==> src/design/rvx_pkg.sv <==
// Package with the decoded-item and result types and the operation codes of the execute core.
`default_nettype none
package rvx_pkg;

   localparam int QDEPTH = 2;

   localparam logic [31:0] IO_MASK   = 32'hc000_0000;
   localparam logic [31:0] WORD_MASK = 32'hffff_fffc;
   localparam logic [31:0] UPPER_MASK = 32'hffff_f000;

   localparam logic [6:0] OPC_LUI    = 7'h37;
   localparam logic [6:0] OPC_AUIPC  = 7'h17;
   localparam logic [6:0] OPC_OPIMM  = 7'h13;
   localparam logic [6:0] OPC_BRANCH = 7'h63;
   localparam logic [6:0] OPC_JAL    = 7'h6f;
   localparam logic [6:0] OPC_STORE  = 7'h23;
   localparam logic [6:0] OPC_OP     = 7'h33;
   localparam logic [6:0] OPC_LOAD   = 7'h03;

   localparam logic [4:0] OP_PRELOAD = 5'd0;
   localparam logic [4:0] OP_ILLEGAL = 5'd1;
   localparam logic [4:0] OP_LUI     = 5'd2;
   localparam logic [4:0] OP_AUIPC   = 5'd3;
   localparam logic [4:0] OP_ADDI    = 5'd4;
   localparam logic [4:0] OP_ANDI    = 5'd5;
   localparam logic [4:0] OP_XOR     = 5'd6;
   localparam logic [4:0] OP_ADD     = 5'd7;
   localparam logic [4:0] OP_SUB     = 5'd8;
   localparam logic [4:0] OP_LW      = 5'd9;
   localparam logic [4:0] OP_LBU     = 5'd10;
   localparam logic [4:0] OP_SW      = 5'd11;
   localparam logic [4:0] OP_BR      = 5'd12;
   localparam logic [4:0] OP_JAL     = 5'd13;
   localparam logic [4:0] OP_JR      = 5'd14;

   localparam logic [2:0] BR_EQ  = 3'd0;
   localparam logic [2:0] BR_NE  = 3'd1;
   localparam logic [2:0] BR_LT  = 3'd4;
   localparam logic [2:0] BR_GE  = 3'd5;
   localparam logic [2:0] BR_LTU = 3'd6;
   localparam logic [2:0] BR_GEU = 3'd7;

   localparam logic [1:0] ST_OK      = 2'd0;
   localparam logic [1:0] ST_ILLEGAL = 2'd1;
   localparam logic [1:0] ST_ODD_PC  = 2'd2;
   localparam logic [1:0] ST_RANGE   = 2'd3;

   typedef struct packed {
      logic [4:0]  op;
      logic [2:0]  cond;
      logic        comp;
      logic [4:0]  rd;
      logic [4:0]  rs1;
      logic [4:0]  rs2;
      logic [31:0] imm;
      logic [31:0] pdata;
   } dec_type;

   typedef struct packed {
      logic [31:0] next_pc;
      logic        was_compressed;
      logic        reg_written;
      logic [4:0]  reg_index;
      logic [31:0] reg_value;
      logic        store_done;
      logic [31:0] store_addr;
      logic [31:0] store_data;
      logic        io_access;
      logic [1:0]  status;
   } res_type;

endpackage
`default_nettype wire

==> src/design/rvx_queue.sv <==
// Two-entry queue of decoded operations between the front end and the back end.
`default_nettype none
module rvx_queue (
   input  wire logic             clock,
   input  wire logic             reset,
   input  wire logic             push,
   input  wire rvx_pkg::dec_type push_dec,
   output logic                  full,
   output logic                  empty,
   input  wire logic             pop,
   output rvx_pkg::dec_type      head
);
   import rvx_pkg::*;

   localparam int PW = $clog2(QDEPTH);

   dec_type         entry_ff [QDEPTH];
   logic [PW-1:0]   wr_ptr_ff, rd_ptr_ff;
   logic [PW:0]     count_ff;
   logic            do_push, do_pop;

   assign full    = (count_ff == (PW + 1)'(QDEPTH));
   assign empty   = (count_ff == '0);
   assign head    = entry_ff[rd_ptr_ff];
   assign do_push = push && !full;
   assign do_pop  = pop && !empty;

   always_ff @(posedge clock) begin
      if (do_push) begin
         entry_ff[wr_ptr_ff] <= push_dec;
      end
      if (reset) begin
         wr_ptr_ff <= '0;
         rd_ptr_ff <= '0;
         count_ff  <= '0;
      end else begin
         if (do_push) wr_ptr_ff <= wr_ptr_ff + 1'b1;
         if (do_pop) rd_ptr_ff <= rd_ptr_ff + 1'b1;
         if (do_push && !do_pop) count_ff <= count_ff + 1'b1;
         else if (do_pop && !do_push) count_ff <= count_ff - 1'b1;
      end
   end
endmodule
`default_nettype wire

==> config.mk <==
export PLATFORM = sky130hd
export DESIGN_NAME = rvx_queue
export DESIGN_NICKNAME = d
export VERILOG_FILES = /design/src/design/rvx_pkg.sv /design/src/design/rvx_queue.sv
export SDC_FILE = /design/constraint.sdc
export NUM_CORES = 1
export LEC_CHECK = 0
export ABC_AREA = 1
export BUFFER_PORTS_ARGS = -buffer_cell sky130_fd_sc_hd__buf_4
export CAP_MARGIN = 30
export CORE_ASPECT_RATIO = 0.6
export CORE_MARGIN = 5
export CORE_UTILIZATION = 47
export DETAILED_ROUTE_END_ITERATION = 8
export PLACE_DENSITY = 0.76
export SLEW_MARGIN = 20
export SYNTH_ARGS = -nofsm -noshare
export SYNTH_HDL_FRONTEND = slang
export SYNTH_SLANG_ARGS = --single-unit
==> constraint.sdc <==
create_clock -name clock -period 5.8 [get_ports clock]
set_clock_uncertainty 0.2 [all_clocks]
set_input_delay 1.74 -clock clock [delete_from_list [all_inputs] [get_ports clock]]
set_output_delay 1.74 -clock clock [all_outputs]
set_load 0.1 [all_outputs]
# Yosys cells after proc, flatten, opt, wreduce, memory -nomap -nowiden
# Memories as Yosys holds them, arrays and structs flattened. A register that Yosys moved wholly into a read port is not among the register bits.
# Cells that the tools add are included.
[word_totals] output_inout_bits=90 ramBits=176 n_memories=1 register_bits=4
[memory_table] name="entry_ff" depth=2 width=88 rd=1 rd_ports_with_merged_regs=1 wr=1 line_no="rvx_queue.sv:17" source="dec_type entry_ff [QDEPTH];"
[op_classes] n_eq_ne=1 reduce_logical=10 n_addsub=4 mux=6
[op_table] operator="logical AND 1 bit" count=4
[op_table] operator="logical NOT 1 bit" count=4
[op_table] operator="two-way mux 1 bit" count=4
[op_table] operator="two-way mux 2 bit" count=2
[op_table] operator="adder 1 bit, second input constant" count=2
[op_table] operator="adder 2 x 1 -> 2 bit, second input constant" count=1
[op_table] operator="equality test 2 bit, second input constant" count=1
[op_table] operator="logical NOT 2 bit" count=1
[op_table] operator="nonzero test 2 bit" count=1
[op_table] operator="subtractor 2 x 1 -> 2 bit, second input constant" count=1

# Logic depth before layout (Yosys ltp)
[logic_depth] depth_word=7 mapped_depth=10 mapped_depth_nobuf=10

# Least setup slack after synthesis
# OpenSTA, ideal clock, no wires.
[synth_path] path_kind="input to register" from="input port push" to="memory entry_ff[0][0] (netlist bit) (enable)" path_stages=2 setup_slack_ps=-498 arrival_ps=5563 cell_sequence="o21ai_0 -> nor2_1"
[synth_between] elab_chain_len=3
[synth_lines] element="start: declaration" line_no="rvx_queue.sv:6" source="input wire logic push,"
[synth_lines] element="logical AND 1 bit" line_no="rvx_queue.sv:25" source="assign do_push = push && !full;"
[synth_lines] element="two-way mux 1 bit" line_no="rvx_queue.sv:29" source="if (do_push) begin"
[synth_lines] element="two-way mux 1 bit (not written as such)" line_no="rvx_queue.sv:30" source="entry_ff[wr_ptr_ff] <= push_dec;"
[synth_lines] element="end: declaration" line_no="rvx_queue.sv:17"
# No other way between the ends.

==> flow_metrics.env <==
export IMPL_outcome="complete, no violations"
export IMPL_die_area_um2=16700
export IMPL_crit_chain="buf_4 > mux2_2 > buf_4"
export IMPL_path_common_cell="buf_4"
export IMPL_htree_levels=4
export IMPL_r2r_cells=4
export IMPL_grt_pass1_vias=3751
export IMPL_fp_coreArea_um2=13800
export IMPL_fill_cells=1008
export IMPL_via_per_inst=4.89
export IMPL_maxCapViolations=0
export IMPL_fin_crit_ns=4.24
export IMPL_path_depth=3
export IMPL_die_x_um=164
export IMPL_hp_class="flip-flop to flip-flop"
export IMPL_slew_violations=0
export IMPL_fin_util_pct=64.6
export IMPL_fin_nets=600
export IMPL_synthTopCellsByArea="edfxtp_1 79%, mux2_2 11%, mux2_4 4.5%, dfxtp_1 1.5%, buf_6 0.68%"
export IMPL_synth_cells=311
export IMPL_crit_buf_inv=2
export IMPL_cts_max_path_buffers=2
export IMPL_yosys_top_cells_count="176 x edfxtp_1, 68 x mux2_2, 20 x mux2_4"
export IMPL_synth_edff_count=176
export IMPL_antenna_cells=0
export IMPL_synth_nets=404
export IMPL_yosysTopAreaCellShare_pct=79.2
export IMPL_ys_warnings_count=0
export IMPL_wl_um=13200
export IMPL_numCtsBuffers=17
export IMPL_dp_cells=680
export IMPL_yosysSeqAreaShare_pct=80.8
export IMPL_cts_sinks=181
export IMPL_synthToLayoutAreaGrowth_pct=33.5
export IMPL_yosysMostFrequentCell="edfxtp_1"
export IMPL_setup_viol=0
export IMPL_port_buffer_count=181
export IMPL_antenna_found_initial=0
export IMPL_ios=182
export IMPL_cts_resized_gates=0
export IMPL_rsz0062_at_grt="false"
export IMPL_drive_above_1_share_pct=59.5
export IMPL_cts_setup_buffers=0
export IMPL_ys_ff_latch=181
export IMPL_grt_start_max_net_pins=55
export IMPL_clk_pin_slew_ns=0.06
export IMPL_synth_top_flop_cell="edfxtp_1"
export IMPL_crit_type="flip-flop to output pin"
export IMPL_crit_fanout=45
export IMPL_rows=33
export IMPL_whs_ns=0.349
export IMPL_p_per_area_nw_per_um2=579
export IMPL_start_kind="flip-flop"
export IMPL_cts_root_buffer="clkbuf_16"
export IMPL_routedWlPerCell_um=18.6
export IMPL_clock_latency_ns=0.41
export IMPL_synth_area_leader_cell="edfxtp_1"
export IMPL_grt_overflow_total=0
export IMPL_hold_path_depth=2
export IMPL_ant_nets=0
export IMPL_place_area_um2=8260
export IMPL_tritoncts="done"
export IMPL_grt_pass1_wl_um=20200
export IMPL_cts_hold_buffers=0
export IMPL_worstSetupEndpointType="output pin"
export IMPL_crit_family="flip-flops"
export IMPL_cp_arrival_ns=2.30
export IMPL_avgSynthCellArea_um2=21.4
export IMPL_drcViolationCount=0
export IMPL_synth_async_reset_ratio_pct=0
export IMPL_vdd_drop_max_uv=357
export IMPL_pre_cts_ws_ns=1.92
export IMPL_dpl_hpwl_um=9160
export IMPL_crit_path_max_incr_delay_ns=0.75
export IMPL_synth_area_um2=6670
export IMPL_drtIter0Drc=221
export IMPL_die_h_um=102
export IMPL_slew_headroom_pct=46.4
export IMPL_required_ns=3.86
export IMPL_synth_cell_types=15
export IMPL_grtUsageTotal_pct=16.1
export IMPL_max_freq_mhz=236
export IMPL_post_route_cell_area_um2=8900
export IMPL_gp_congestion=0.766
export IMPL_cellLeakagePower_uw=0.00338
export IMPL_tightest_slew_ns=0.795
export IMPL_worst_path_max_delay_cell="dfxtp_4"
export IMPL_period_share_pct=73.1
export IMPL_final_hold_viol_count=0
export IMPL_instances_no_fill=710
export IMPL_layout_setup_ws_ns=1.56
export IMPL_drt_pass1_iterations=4
export IMPL_start_util_pct=48.4
export IMPL_via_count=3474
worst reg2reg max path, stage by stage, from the launching register on:
cell and delay, ns:
dfxtp_1 0.34, inv_1 0.14, o21ai_0 0.28, nor2_4 0.67, buf_4 0.52
sequential cells by signal (all words and copies together) (netlist names), named ones only:
signal	count
entry_ff	176
count_ff	2
rd_ptr_ff	1
wr_ptr_ff	1
stage by stage:
| step | total power [uW] | TNS (ns) |
|---|---|---|
| floorplan | 3530 | -87.71 |
| global placement | 3910 | 0 |
| detailed placement | 3950 | 0 |
| CTS | 5200 | 0 |
| global route | 5320 | 0 |
| finish | 5150 | 0 |
report_power, final:
group | total [uW] | switching [uW] | internal, uW
Clock | 1250 | 479 | 770
Sequential | 1740 | 80.9 | 1650
Combinational | 2170 | 1680 | 494
per-layer routing:
| metal | up-vias | wire (um) | global-route usage, % |
|---|---|---|---|
| met5 | - | 0 | 0 |
| met2 | 149 | 5980 | 25.1 |
| li1 | 1603 | - | - |
| met3 | 16 | 1290 | 5.60 |
| met4 | 0 | 153 | 5.22 |
| met1 | 1706 | 5790 | 21.7 |
kinds of logic after synthesis:
| group | synth area share [%] |
|---|---|
| muxes | 16.0 |
| adders and majority gates | 0.188 |
| and+or+nand+nor | 0.994 |
| AOI/OAI and AO/OA | 0.450 |
| DFF | 80.8 |
| buffers and inverters | 1.63 |
final timing paths:
kind         slack (ns)              end        start
max                1.56         head[29]    flip-flop
min                0.35        wr_ptr_ff    wr_ptr_ff
max reg2reg        3.28  entry_ff[1][86]  count_ff[1]
min reg2reg        0.35        wr_ptr_ff    wr_ptr_ff
cell usage in the layout (no fill, tap or decap), types with 4 or more instances in the layout:
master,instances
inv_1,9
dfxtp_1,4
nor2_1,7
bufinv_16,5
mux2_4,20
buf_4,187
o21ai_0,5
nand2_1,4
clkbuf_16,17
mux2_2,68
edfxtp_1,176
area by class of cell:
class / count / area [um^2] / area share (%)
Clock inverter: 13 / 220 / 2.47
Multi-Input combinational cell: 111 / 1190 / 13.4
Timing Repair Buffer: 187 / 1400 / 15.8
Clock buffer: 17 / 425 / 4.78
Tap cell: 192 / 240 / 2.70
Inverter: 9 / 33.8 / 0.379
Sequential cell: 181 / 5390 / 60.5
Power figures use the tool's default switching activity.
