File: src/design/rvx_pkg.sv
// Package with the decoded-item and result types and the operation codes of the execute core.
`default_nettype none
package rvx_pkg;

   localparam int QDEPTH = 2;

   localparam logic [31:0] IO_MASK   = 32'hc000_0000;
   localparam logic [31:0] WORD_MASK = 32'hffff_fffc;
   localparam logic [31:0] UPPER_MASK = 32'hffff_f000;

   localparam logic [6:0] OPC_LUI    = 7'h37;
   localparam logic [6:0] OPC_AUIPC  = 7'h17;
   localparam logic [6:0] OPC_OPIMM  = 7'h13;
   localparam logic [6:0] OPC_BRANCH = 7'h63;
   localparam logic [6:0] OPC_JAL    = 7'h6f;
   localparam logic [6:0] OPC_STORE  = 7'h23;
   localparam logic [6:0] OPC_OP     = 7'h33;
   localparam logic [6:0] OPC_LOAD   = 7'h03;

   localparam logic [4:0] OP_PRELOAD = 5'd0;
   localparam logic [4:0] OP_ILLEGAL = 5'd1;
   localparam logic [4:0] OP_LUI     = 5'd2;
   localparam logic [4:0] OP_AUIPC   = 5'd3;
   localparam logic [4:0] OP_ADDI    = 5'd4;
   localparam logic [4:0] OP_ANDI    = 5'd5;
   localparam logic [4:0] OP_XOR     = 5'd6;
   localparam logic [4:0] OP_ADD     = 5'd7;
   localparam logic [4:0] OP_SUB     = 5'd8;
   localparam logic [4:0] OP_LW      = 5'd9;
   localparam logic [4:0] OP_LBU     = 5'd10;
   localparam logic [4:0] OP_SW      = 5'd11;
   localparam logic [4:0] OP_BR      = 5'd12;
   localparam logic [4:0] OP_JAL     = 5'd13;
   localparam logic [4:0] OP_JR      = 5'd14;

   localparam logic [2:0] BR_EQ  = 3'd0;
   localparam logic [2:0] BR_NE  = 3'd1;
   localparam logic [2:0] BR_LT  = 3'd4;
   localparam logic [2:0] BR_GE  = 3'd5;
   localparam logic [2:0] BR_LTU = 3'd6;
   localparam logic [2:0] BR_GEU = 3'd7;

   localparam logic [1:0] ST_OK      = 2'd0;
   localparam logic [1:0] ST_ILLEGAL = 2'd1;
   localparam logic [1:0] ST_ODD_PC  = 2'd2;
   localparam logic [1:0] ST_RANGE   = 2'd3;

   typedef struct packed {
      logic [4:0]  op;
      logic [2:0]  cond;
      logic        comp;
      logic [4:0]  rd;
      logic [4:0]  rs1;
      logic [4:0]  rs2;
      logic [31:0] imm;
      logic [31:0] pdata;
   } dec_type;

   typedef struct packed {
      logic [31:0] next_pc;
      logic        was_compressed;
      logic        reg_written;
      logic [4:0]  reg_index;
      logic [31:0] reg_value;
      logic        store_done;
      logic [31:0] store_addr;
      logic [31:0] store_data;
      logic        io_access;
      logic [1:0]  status;
   } res_type;

endpackage
`default_nettype wire

File: src/design/rvx_if.sv
// Request and response channel interfaces of the execute core.
`default_nettype none
interface rvx_req_if;
   logic        valid;
   logic        ready;
   logic        func;
   logic [31:0] instr;
   logic [13:0] preload_addr;
   logic [31:0] preload_data;
   modport source (output valid, func, instr, preload_addr, preload_data, input ready);
   modport sink (input valid, func, instr, preload_addr, preload_data, output ready);
endinterface

`default_nettype wire

File: src/design/rvx_front.sv
// Front end: accepts request transfers and decodes them into uniform operations.
`default_nettype none
module rvx_front (
   rvx_req_if.sink            req,
   input  wire logic          q_full,
   output logic               q_push,
   output rvx_pkg::dec_type   q_dec
);
   import rvx_pkg::*;

   logic [15:0] c;
   logic [31:0] i;
   logic [4:0]  rdf, rs2f, rdp, rs2p;
   logic [31:0] imm6;

   assign req.ready = !q_full;
   assign q_push    = req.valid && !q_full;

   assign c    = req.instr[15:0];
   assign i    = req.instr;
   assign rdf  = c[11:7];
   assign rs2f = c[6:2];
   assign rdp  = {2'b01, c[9:7]};
   assign rs2p = {2'b01, c[4:2]};
   assign imm6 = {{26{c[12]}}, c[12], c[6:2]};

   always_comb begin
      q_dec       = '0;
      q_dec.op    = OP_ILLEGAL;
      q_dec.pdata = req.preload_data;
      if (req.func) begin
         q_dec.op  = OP_PRELOAD;
         q_dec.imm = {18'b0, req.preload_addr};
      end else if (c[1:0] != 2'b11) begin
         q_dec.comp = 1'b1;
         unique case (c[1:0])
            2'b01: begin
               unique case (c[15:13]) inside
                  3'd0: begin
                     q_dec.op = OP_ADDI; q_dec.rd = rdf; q_dec.rs1 = rdf; q_dec.imm = imm6;
                  end
                  3'd1, 3'd5: begin
                     q_dec.op  = OP_JAL;
                     q_dec.rd  = (c[15:13] == 3'd1) ? 5'd1 : 5'd0;
                     q_dec.imm = {{20{c[12]}}, c[12], c[8], c[10:9], c[6], c[7], c[2], c[11],
                                  c[5:3], 1'b0};
                  end
                  3'd2: begin
                     q_dec.op = OP_ADDI; q_dec.rd = rdf; q_dec.imm = imm6;
                  end
                  3'd3: begin
                     if (rdf == 5'd0 || rdf == 5'd2) begin
                        q_dec.op  = OP_ADDI; q_dec.rd = 5'd2; q_dec.rs1 = 5'd2;
                        q_dec.imm = {{22{c[12]}}, c[12], c[4:3], c[5], c[2], c[6], 4'b0};
                     end else begin
                        q_dec.op  = OP_LUI; q_dec.rd = rdf;
                        q_dec.imm = {{14{c[12]}}, c[12], c[6:2], 12'b0};
                     end
                  end
                  3'd4: begin
                     if (c[11:10] == 2'b10) begin
                        q_dec.op = OP_ANDI; q_dec.rd = rdp; q_dec.rs1 = rdp; q_dec.imm = imm6;
                     end
                  end
                  default: begin
                     // Compare against x0 through the ordinary branch path.
                     q_dec.op   = OP_BR;
                     q_dec.cond = (c[13]) ? BR_NE : BR_EQ;
                     q_dec.rs1  = rdp;
                     q_dec.imm  = {{23{c[12]}}, c[12], c[6:5], c[2], c[11:10], c[4:3], 1'b0};
                  end
               endcase
            end
            2'b00: begin
               unique case (c[15:13])
                  3'd0: begin
                     q_dec.op  = OP_ADDI; q_dec.rd = rs2p; q_dec.rs1 = 5'd2;
                     q_dec.imm = {22'b0, c[10:7], c[12:11], c[5], c[6], 2'b0};
                  end
                  3'd2: begin
                     q_dec.op  = OP_LW; q_dec.rd = rs2p; q_dec.rs1 = rdp;
                     q_dec.imm = {25'b0, c[5], c[12:10], c[6], 2'b0};
                  end
                  3'd6: begin
                     q_dec.op  = OP_SW; q_dec.rs1 = rdp; q_dec.rs2 = rs2p;
                     q_dec.imm = {25'b0, c[5], c[12:10], c[6], 2'b0};
                  end
                  default: q_dec.op = OP_ILLEGAL;
               endcase
            end
            default: begin
               if (c[15:12] == 4'd8) begin
                  if (rdf != 5'd0 && rs2f != 5'd0) begin
                     q_dec.op = OP_ADD; q_dec.rd = rdf; q_dec.rs2 = rs2f;
                  end else if (rs2f == 5'd0) begin
                     q_dec.op = OP_JR; q_dec.rs1 = rdf;
                  end
               end else if (c[15:12] == 4'd9) begin
                  if (rdf != 5'd0 && rs2f != 5'd0) begin
                     q_dec.op = OP_ADD; q_dec.rd = rdf; q_dec.rs1 = rdf; q_dec.rs2 = rs2f;
                  end
               end else if (c[15:13] == 3'd6) begin
                  q_dec.op  = OP_SW; q_dec.rs1 = 5'd2; q_dec.rs2 = rs2f;
                  q_dec.imm = {24'b0, c[8:7], c[12:9], 2'b0};
               end
            end
         endcase
      end else begin
         q_dec.rd   = i[11:7];
         q_dec.rs1  = i[19:15];
         q_dec.rs2  = i[24:20];
         q_dec.cond = i[14:12];
         q_dec.imm  = {{20{i[31]}}, i[31:20]};
         unique case (i[6:0])
            OPC_LUI: begin
               q_dec.op = OP_LUI; q_dec.imm = i & UPPER_MASK;
            end
            OPC_AUIPC: begin
               q_dec.op = OP_AUIPC; q_dec.imm = i & UPPER_MASK;
            end
            OPC_OPIMM: begin
               if (i[14:12] == 3'd0) q_dec.op = OP_ADDI;
               else if (i[14:12] == 3'd7) q_dec.op = OP_ANDI;
            end
            OPC_OP: begin
               if (i[14:12] == 3'd4 && i[31:25] == 7'h00) q_dec.op = OP_XOR;
               else if (i[14:12] == 3'd0 && i[31:25] == 7'h00) q_dec.op = OP_ADD;
               else if (i[14:12] == 3'd0 && i[31:25] == 7'h20) q_dec.op = OP_SUB;
            end
            OPC_LOAD: begin
               if (i[14:12] == 3'd2) q_dec.op = OP_LW;
               else if (i[14:12] == 3'd4) q_dec.op = OP_LBU;
            end
            OPC_STORE: begin
               q_dec.rd  = 5'd0;
               q_dec.imm = {{20{i[31]}}, i[31:25], i[11:7]};
               if (i[14:12] == 3'd2) q_dec.op = OP_SW;
            end
            OPC_BRANCH: begin
               q_dec.rd  = 5'd0;
               q_dec.imm = {{19{i[31]}}, i[31], i[7], i[30:25], i[11:8], 1'b0};
               if (i[14:12] != 3'd0 && i[14:12] != 3'd2 && i[14:12] != 3'd3) q_dec.op = OP_BR;
            end
            OPC_JAL: begin
               q_dec.op  = OP_JAL;
               q_dec.imm = {{11{i[31]}}, i[31], i[19:12], i[20], i[30:21], 1'b0};
            end
            default: q_dec.op = OP_ILLEGAL;
         endcase
      end
   end
endmodule
`default_nettype wire

File: src/flat_wrapper.sv
// flat-port wrapper written by rule: the top's interface ports become plain ports
module rvx_front_flat import rvx_pkg::*;
  (q_full, q_push, q_dec, req_valid, req_func, req_instr, req_preload_addr, req_preload_data, req_ready);
  rvx_req_if req_i ();
  input  wire logic q_full;
  output logic q_push;
  output rvx_pkg::dec_type q_dec;
  input wire logic [$bits(req_i.valid)-1:0] req_valid;
  input wire logic [$bits(req_i.func)-1:0] req_func;
  input wire logic [$bits(req_i.instr)-1:0] req_instr;
  input wire logic [$bits(req_i.preload_addr)-1:0] req_preload_addr;
  input wire logic [$bits(req_i.preload_data)-1:0] req_preload_data;
  output wire logic [$bits(req_i.ready)-1:0] req_ready;
  assign req_i.valid = req_valid;
  assign req_i.func = req_func;
  assign req_i.instr = req_instr;
  assign req_i.preload_addr = req_preload_addr;
  assign req_i.preload_data = req_preload_data;
  assign req_ready = req_i.ready;
  rvx_front u_core (.req(req_i), .q_full(q_full), .q_push(q_push), .q_dec(q_dec));
endmodule
File: config.mk
export PLATFORM = sky130hd
export DESIGN_NAME = rvx_front_flat
export DESIGN_NICKNAME = d
export VERILOG_FILES = /design/src/design/rvx_pkg.sv /design/src/design/rvx_if.sv /design/src/design/rvx_front.sv /design/src/flat_wrapper.sv
export SDC_FILE = /design/constraint.sdc
export NUM_CORES = 1
export LEC_CHECK = 0
export ABC_AREA = 1
export BUFFER_PORTS_ARGS = -buffer_cell sky130_fd_sc_hd__buf_2
export CORE_MARGIN = 2
export CORE_UTILIZATION = 40
export DETAILED_ROUTE_END_ITERATION = 6
export MAX_ROUTING_LAYER = met4
export PLACE_DENSITY_LB_ADDON = 0.3
export SYNTH_ARGS = -nofsm -noshare
export SYNTH_HDL_FRONTEND = slang
export SYNTH_SLANG_ARGS = --single-unit
File: constraint.sdc
create_clock -name vclk -period 4.8
set_input_delay 0.96 -clock vclk [all_inputs]
set_output_delay 0.96 -clock vclk [all_outputs]
set_load 0.02 [all_outputs]
## Word level (Yosys, flattened, before mapping)

Cells that the tools add are included.

- Register bits after elaboration: 0
- Bits in latches: 0
- Bits in writable memories: 0
- Bits in read-only memories: 0
- Bits of input ports: 81
- Output and inout bits: 90
- Word-level logic and storage cells: 110
- Memories kept: 0

- Add/sub/neg operators: 0
- $mul: 0
- Divide/modulo/power cells: 0
- Order comparisons: 0
- Equal/unequal tests: 26
- Shift-type cells: 0
- Muxes and demuxes: 59
- Bitwise logic cells: 0
- Reduce and logical (&&, ||, !) cells: 25

Operator list:

| cell | number |
|---|---|
| two-way mux 32 bit | 4 |
| case mux 32 bit (4 select lines) | 1 |
| case mux 31 bit (4 select lines) | 1 |
| two-way mux 5 bit | 14 |
| case mux 32 bit (2 select lines) | 1 |
| two-way mux 47 bit | 1 |
| case mux 10 bit (2 select lines) | 2 |
| case mux 5 bit (4 select lines) | 2 |
| case mux 5 bit (8 select lines) | 1 |
| two-way mux 39 bit | 1 |
| two-way mux 4 bit | 9 |
| two-way mux 15 bit | 2 |
| == test 7 x 6 -> 1 bit (second input constant) | 4 |
| case mux 5 bit (2 select lines) | 2 |
| two-way mux 19 bit | 1 |
| two-way mux 3 bit | 6 |
| two-way mux 17 bit | 1 |
| case mux 4 bit (4 select lines) | 1 |
| == test 3 bit (second input constant) | 5 |
| == test 7 x 5 -> 1 bit (second input constant) | 2 |
| == test 7 bit (second input constant) | 2 |
| case mux 4 bit (3 select lines) | 1 |
| logical NOT 5 bit | 2 |
| two-way mux 10 bit | 1 |
| other kinds (25) | 43 |

## Logic depth before layout (Yosys ltp)

Gate-level depths: netlist (run 1).

- Depth after elaboration: 8
- Mapped depth: 14
- Mapped depth without buffers: 13

## Worst setup path after synthesis (run 1)

No wires, ideal clock.

- Path type: input to output
- Start point: input req_instr[13]
- End point: output q_dec[53] (netlist name)
- Arrival: 2,249 ps
- Data required time: 3,840 ps
- Path slack: 1,591 ps
- Stages: 9
- Buffers on the path: 2
- Cell sequence: buf_2 -> nor2_2 -> nand2_2 -> nor2_4 -> nand2_1 -> nand2_1 -> o21ai_2 -> buf_6 -> a21oi_1

RTL lines:

| element | RTL line | RTL |
|---|---|---|
| from (decl) | flat_wrapper.sv:10 | `input wire logic [$bits(req_i.instr)-1:0] req_instr;` |
| to (decl) | flat_wrapper.sv:7 | `output rvx_pkg::dec_type q_dec;` |

==> results of run 1 <==
layout by cell type (no fill, tap or decap), types with 6 or more instances in the layout:
master | synthesis | routed
nor2_2 | 7 | 7
nand3_1 | 45 | 45
buf_2 | 8 | 106
nand2_1 | 162 | 162
nand4_1 | 7 | 7
o21ai_1 | 7 | 7
inv_1 | 50 | 50
o211ai_1 | 6 | 6
nand2_4 | 6 | 6
inv_2 | 8 | 8
nor3_1 | 10 | 10
o21ai_0 | 28 | 28
a21oi_1 | 55 | 55
nor2_1 | 54 | 54
synthesized netlist by cell type (4+ instances only):
| master | count |
|---|---|
| inv_1 | 50 |
| o21ai_0 | 28 |
| inv_2 | 8 |
| nor2_4 | 4 |
| nor3_1 | 10 |
| o22ai_1 | 4 |
| buf_2 | 8 |
| buf_4 | 34 |
| nand3_1 | 45 |
| o211ai_1 | 6 |
| o21ai_1 | 7 |
| a21oi_1 | 55 |
| nand2_4 | 6 |
| a31oi_1 | 4 |
| nor2_2 | 7 |
| nand4_1 | 7 |
| nand2_1 | 162 |
| nor2_1 | 54 |
| clkbuf_1 | 9 |
layout make-up:
cell class                      count  area [um2]
Fill cell                         752        3415
Multi-Input combinational cell    420        1994
Inverter                           59       226.5
Timing Repair Buffer              108       545.5
Tap cell                           77       96.34
cells by family (layout without fill, tap and decap cells):
logic type             after synthesis  after routing  share of synthesized area (%)
AO/OA/AOI/OAI                      114            114                          24.37
buffers and inverters              112            167                          22.47
other                                1              1                         0.1458
AND/OR/NAND/NOR                    305            305                          53.02
power by group through the flow:
stage	clock [uW]	combinational, uW	sequential [uW]
after floorplan	0	214	0
after global placement	0	275	0
after detailed placement	0	275	0
after CTS	0	276	0
after global routing	0	305	0
final	0	281	0
critical path, cell delays in order:
cell,delay [ps]
buf_2,280
nand2_4,210
inv_6,210
nand2_1,250
inv_1,430
nand2_1,130
o2111ai_1,210
buf_2,190
layer usage:
layer | GRT usage [%] | part of all wire (%) | vias up
li1 | - | - | 1823
met1 | 46.64 | 41 | 1750
met2 | 52.09 | 44 | 296
met3 | 3.048 | 11 | 36
met4 | 8.358 | 3.0 | 0
met5 | - | 0 | -
final timing paths:
check / startpoint / end / slack [ps]
worst max-delay path: req_instr[1] / q_dec[32] / 940
worst min-delay path: req_preload_data[20] / q_dec[20] / 1920
through the flow:
step                hold slack, ps  util, %  power [uW]  cells  area [um2]
finish                        1920    45.60       280.8    664        2863
global placement              1920    45.60       275.5    664        2863
floorplan                     1997        -       214.4    532        2572
detailed placement            1920    45.60       274.6    664        2863
CTS                           1920    45.60       275.9    664        2863
global route                  1920    45.60       304.7    664        2863
==> impl_metrics.py, run 1 <==
metrics = {
    "sta": {
        "relSlewSlack_pct": 52.44,
        "setup_viol": 0,
        "fin_crit_sh_pct": 80.32,
        "setup_ws_ps": 944.7,
        "rsz0062_at_grt": "no",
        "final-max-slew-violation-count": 0,
        "finalSetupTns_ps": 0,
        "worst_pin_slew_ps": 708.7,
        "max_freq_mhz": 259.4,
        "period_needed_ps": 3855,
        "hold_viol": 0,
    },
    "run_status": {
        "outcome": "complete, no violations",
    },
    "placed_design": {
        "dp_slack_ps": 954.4,
        "io_buffer_count": 106,
        "gp_congestion": 0.9777,
        "dp_hpwl_um": 9518,
    },
    "synth": {
        "yosys_warnings": 0,
        "synth_fp_nets": 613,
        "ys_top_cells_by_area": "nand2_1, a21oi_1, buf_4",
        "avgSynthCellArea_um2": 4.835,
        "yosys.area.top_type": "nand2_1",
        "synth-seq-area-share_pct": 0,
        "netlist.area_leader.share_pct": 23.64,
        "ys_types": 32,
        "netlist_instances": 532,
        "syn-cell-area_um2": 2572,
    },
    "cts": {
        "post_cts_buffers": 0,
        "cts_hold_buffers": 0,
        "cts_resized": 0,
    },
    "floorplanning": {
        "dieArea_um2": 7089,
        "coreArea_um2": 6277,
        "dieWidth_um": 84.20,
        "start_util_pct": 40.98,
        "die_h_um": 84.20,
        "ios": 171,
        "row_count": 29,
    },
    "power": {
        "p_int_uw": 82.43,
        "pwr-share-seq_pct": 0,
        "p_comb_share_pct": 100.0,
        "clockPowerShare_pct": 0,
        "ir_drop_mv": 0.04847,
        "p_leak_uw": 0.001729,
        "sw_frac_of_total_pct": 70.65,
        "p_sw_uw": 198.4,
        "p_per_area_nw_per_um2": 98.10,
    },
    "setup_path": {
        "cp-end-kind": "output port",
        "startpoint_type": "input port",
        "required_ps": 3840,
        "path_class": "in -> out",
        "arrival_ps": 2900,
        "cp_max_fo": 18,
    },
    "run": {
        "maxCapViolCount": 0,
    },
    "final_layout": {
        "diodes": 0,
        "finish.net_count": 670,
        "regArea_um2": 0,
        "seq_cell_count": 0,
        "nClkBuffers": 0,
        "drive_gt1_share_pct": 24.36,
        "area_growth_pct": 11.28,
    },
    "route": {
        "drc": 0,
        "vias": 3905,
        "post_drt_via_cell_ratio": 5.881,
        "first_iter_violations": 500,
        "drt-pass1-iter-count": 5,
        "routed_wl_um": 11940,
        "wl_per_cell_um": 17.98,
        "detail-route-antenna-nets": 0,
    },
    "global_route": {
        "first_global_vias": 3492,
        "grt_first_pass_wirelength_um": 18830,
        "grt_util_all_layers_pct": 33.48,
        "antenna_found_initial": 0,
        "grt_max_degree": 25,
        "overflow": 0,
    },
    "min_path": {
        "holdPathStages": 0,
        "worstHoldPathType": "in -> out",
    },
}
Note: power is estimated with default switching activity, not from simulation.
==> run 2, diff against run 1 <==
clock period = 3.4 ns   (was 4.8 ns; I/O delays follow)
==> run 2 against run 1 <==
Effect of this change: clock-buffer cell count stayed put; global-route usage is 0.31 points lower; total power is 44% higher; critical path depth is 3 higher; largest power group unchanged; combinational power is 44% higher; final area is 3.4% higher; hold slack worse by 560 ps; die area stayed put; via count is 0.10% higher; non-clock buffer count is 13 higher; critical path type unchanged; sequential share of layout area stayed put.
==> impl_metrics.py, run 2 (synthesis results as in run 1) <==
metrics = {
    "run_status": {
        "outcome": "complete, no violations",
    },
    "final_layout": {
        "layout_common_cells": "nand2_1, buf_2, a21oi_1",
        "seq_cell_count": 0,
        "regArea_um2": 0,
        "finish.net_count": 683,
        "layout_commonest_cell": "nand2_1",
        "utilization_pct": 47.16,
        "nClkBuffers": 0,
        "diodes": 0,
        "fillCellCount": 740,
        "area_growth_pct": 15.08,
        "drive_gt1_share_pct": 26.00,
    },
    "route": {
        "wl_met2_um": 5381,
        "drt-met1-wl_um": 4950,
        "first_iter_violations": 400,
        "drt-pass1-iter-count": 5,
        "detail-route-antenna-nets": 0,
        "routed_wl_um": 11950,
        "top_layer": "met4",
        "wl_per_cell_um": 17.65,
        "vias": 3909,
        "drc": 0,
        "post_drt_via_cell_ratio": 5.774,
        "dr_wl_met3_um": 1333,
    },
    "power": {
        "p_leak_uw": 0.001792,
        "sw_frac_of_total_pct": 69.57,
        "p_sw_uw": 282.1,
        "p_int_uw": 123.4,
        "p_comb_share_pct": 100.0,
        "ir_drop_mv": 0.06125,
        "pwr-share-seq_pct": 0,
        "p_per_area_nw_per_um2": 137.0,
        "clockPowerShare_pct": 0,
    },
    "sta": {
        "finalSetupTns_ps": 0,
        "relSlewSlack_pct": 59.86,
        "max_freq_mhz": 313.4,
        "whs_ps": 1360,
        "hold_viol": 0,
        "setup_ws_ps": 209.0,
        "period_needed_ps": 3191,
        "rsz0062_at_grt": "no",
        "fin_crit_sh_pct": 93.85,
        "setup_viol": 0,
        "worst_pin_slew_ps": 602.0,
        "final-max-slew-violation-count": 0,
    },
    "floorplanning": {
        "ios": 171,
        "dieWidth_um": 84.20,
        "start_util_pct": 40.98,
        "dieArea_um2": 7089,
        "row_count": 29,
        "coreArea_um2": 6277,
        "die_h_um": 84.20,
    },
    "placed_design": {
        "gp_congestion": 1.030,
        "io_buffer_count": 106,
        "dp_slack_ps": 266.0,
        "dp_hpwl_um": 9608,
    },
    "min_path": {
        "worstHoldEndpoint": "q_dec[23]",
        "holdPathStages": 0,
        "worstHoldPathType": "in -> out",
        "min_from": "req_preload_data[23]",
    },
    "setup_path": {
        "required_ps": 2720,
        "arrival_ps": 2510,
        "cp_max_fo": 13,
        "path_class": "in -> out",
        "startpoint_type": "input port",
        "cp-end-kind": "output port",
    },
    "global_route": {
        "antenna_found_initial": 0,
        "first_global_vias": 3601,
        "overflow": 0,
        "grt_max_degree": 25,
        "grt_first_pass_wirelength_um": 18440,
        "grt_util_all_layers_pct": 33.17,
    },
    "run": {
        "maxCapViolCount": 0,
    },
    "cts": {
        "cts_hold_buffers": 0,
        "post_cts_buffers": 0,
        "cts_resized": 0,
    },
}
-- run 2: changes by cell type in the layout (fill, tap and decap cells not counted) --
| cell | previous run | this run |
|---|---|---|
| buf_4 | 2 | 15 |
-- run 2: critical path, cell delays in order --
cell,delay [ps]
buf_2,170
inv_1,160
nand2_1,180
a21oi_1,100
nor2_2,100
nand2_1,120
o21ai_2,500
nand2_1,190
o21ai_1,120
inv_1,50
buf_2,150
-- run 2: how the worst max path moves through the flow --
stage / from / to
floorplan: req_instr[13] / q_dec[53]
global placement: req_instr[15] / q_dec[51]
detailed placement: req_instr[15] / q_dec[51]
CTS: req_instr[15] / q_dec[51]
global route: req_instr[15] / q_dec[51]
finish: req_instr[15] / q_dec[51]
-- run 2: metrics by stage --
| step | power (uW) | std cells | area [um2] |
|---|---|---|---|
| after detailed placement | 395.3 | 677 | 2960 |
| after global routing | 436.8 | 677 | 2960 |
| final | 405.5 | 677 | 2960 |
| after CTS | 397.0 | 677 | 2960 |
| after global placement | 396.8 | 677 | 2960 |
| after floorplan | 302.7 | 532 | 2572 |
-- run 2: layer usage --
| metal | global-route usage [%] | vias up |
|---|---|---|
| met3 | 4.425 | 32 |
| li1 | - | 1855 |
| met2 | 53.97 | 305 |
| met1 | 43.57 | 1717 |
| met5 | - | - |
| met4 | 7.918 | 0 |
-- run 2: final cells by class --
| class | instances | area (um2) | area share, % |
|---|---|---|---|
| Multi-Input combinational cell | 420 | 1994 | 67.37 |
| Inverter | 59 | 226.5 | 7.650 |
| Tap cell | 77 | 96.34 | 3.254 |
| Timing Repair Buffer | 121 | 643.1 | 21.72 |
-- run 2: power by group through the flow --
| stage | registers, uW | clock network [uW] | logic (uW) |
|---|---|---|---|
| detailed placement | 0 | 0 | 395 |
| finish | 0 | 0 | 405 |
| global route | 0 | 0 | 437 |
| floorplan | 0 | 0 | 303 |
| global placement | 0 | 0 | 397 |
| CTS | 0 | 0 | 397 |
==> run 3, diff against run 2 <==
ABC_CLOCK_PERIOD_IN_PS = 3640   (was unset)
clock period = 3.64 ns   (was 3.4 ns; I/O delays follow)
==> run 3 against run 2 <==
Effect of this change: hold slack improved by 96 ps; largest cell class unchanged; largest power group unchanged; critical path type unchanged; total power decreased by 6.7%; first-iteration DRC count decreased by 22%.
==> impl_metrics.py, run 3 (synthesis results as in run 1) <==
metrics = {
    "placed_design": {
        "gp_congestion": 1.008,
        "dp.cells": 673,
        "io_buffer_count": 106,
        "dp_hpwl_um": 9810,
    },
    "sta": {
        "relSlewSlack_pct": 53.24,
        "period_needed_ps": 3288,
        "finalSetupTns_ps": 0,
        "fin_crit_sh_pct": 90.33,
        "setup_viol": 0,
        "whs_ps": 1456,
        "rsz0062_at_grt": "no",
        "hold_viol": 0,
        "max_freq_mhz": 304.1,
        "worst_pin_slew_ps": 696.8,
        "final-max-slew-violation-count": 0,
    },
    "setup_path": {
        "startpoint_type": "input port",
        "cp_slowest_cell": "o31ai_1",
        "path_class": "in -> out",
        "cp-end-kind": "output port",
        "required_ps": 2910,
        "path_cells": "buf_2 > nand2_4 > inv_6 > nand2_1 > buf_4 > o31ai_1 > nor2_1 > nand2_1 > buf_2",
        "slowest_delay_ps": 400,
        "arrival_ps": 2560,
        "worstSetupStartpoint": "req_instr[1]",
        "endpoint": "q_dec[36]",
        "cp_max_fo": 22,
    },
    "final_layout": {
        "seq_cell_count": 0,
        "finish.net_count": 679,
        "regArea_um2": 0,
        "nClkBuffers": 0,
        "diodes": 0,
        "layout_commonest_cell": "nand2_1",
        "area_growth_pct": 13.91,
        "finalNonFillerCells": 673,
        "drive_gt1_share_pct": 25.50,
        "layout_common_cells": "nand2_1, buf_2, a21oi_1",
    },
    "run_status": {
        "outcome": "complete, no violations",
    },
    "floorplanning": {
        "start_util_pct": 40.98,
        "dieArea_um2": 7089,
        "die_h_um": 84.20,
        "coreArea_um2": 6277,
        "ios": 171,
        "row_count": 29,
        "dieWidth_um": 84.20,
    },
    "global_route": {
        "first_global_vias": 3463,
        "overflow": 0,
        "grt_first_pass_wirelength_um": 18820,
        "grt_util_all_layers_pct": 34.02,
        "grt_max_degree": 25,
        "antenna_found_initial": 0,
    },
    "route": {
        "routed_wl_um": 12210,
        "post_drt_via_cell_ratio": 5.779,
        "vias": 3889,
        "drt-met1-wl_um": 5259,
        "drc": 0,
        "detail-route-antenna-nets": 0,
        "wl_met2_um": 5553,
        "first_iter_violations": 311,
        "top_layer": "met4",
        "dr_wl_met3_um": 1145,
        "drt-pass1-iter-count": 5,
        "wl_per_cell_um": 18.15,
    },
    "cts": {
        "cts_hold_buffers": 0,
        "post_cts_buffers": 0,
        "cts_resized": 0,
    },
    "run": {
        "maxCapViolCount": 0,
    },
    "power": {
        "p_leak_uw": 0.001774,
        "ir_drop_mv": 0.06562,
        "p_per_area_nw_per_um2": 129.2,
    },
    "min_path": {
        "worstHoldPathType": "in -> out",
    },
}
run 3: changes by cell type in the layout (fill, tap and decap cells not counted):
| cell | previous run | this run |
|---|---|---|
| buf_4 | 15 | 11 |
run 3: final cells by class:
class,count,area [um2]
well taps,77,96.34
multi-input cells,420,1994
repair buffers,117,613.1
inverters,59,226.5
fillers,747,3347
run 3: worst min path at each step:
stage	startpoint	endpoint	slack, ps	cells past startpoint
after floorplan	q_full	req_ready	1530	1
after global placement	req_preload_data[10]	q_dec[10]	1460	0
after detailed placement	req_preload_data[10]	q_dec[10]	1460	0
after CTS	req_preload_data[10]	q_dec[10]	1460	0
after global routing	req_preload_data[20]	q_dec[20]	1460	0
final	req_preload_data[20]	q_dec[20]	1460	0
run 3: metal layers:
metal,up-vias,track usage [%]
li1,1842,-
met1,1749,46.58
met2,277,54.33
met3,21,3.540
met4,0,7.038
met5,-,-
run 3: report_power, final:
group / switching, uW / internal, uW
sequential: 0 / 0
clock: 0 / 0
combinational: 265 / 114
run 3: worst max-delay path: cells and delay by family:
kind / cells / cell delay [ps]
buffers and inverters: 4 / 910
AO/OA/AOI/OAI: 1 / 400
AND/OR/NAND/NOR: 4 / 480
run 3: stage by stage:
| stage | power (uW) | utilization [%] | cell area, um2 | worst slack (ps) |
|---|---|---|---|---|
| 5_1_grt | 408.3 | 46.68 | 2930 | 218.5 |
| 4_1_cts | 371.3 | 46.68 | 2930 | 394.0 |
| 2_1_floorplan | 282.7 | - | 2572 | 895.0 |
| 3_3_place_gp | 373.9 | 46.68 | 2930 | 392.5 |
| 3_5_place_dp | 369.8 | 46.68 | 2930 | 407.6 |
| 6_report | 378.5 | 46.68 | 2930 | 352.0 |
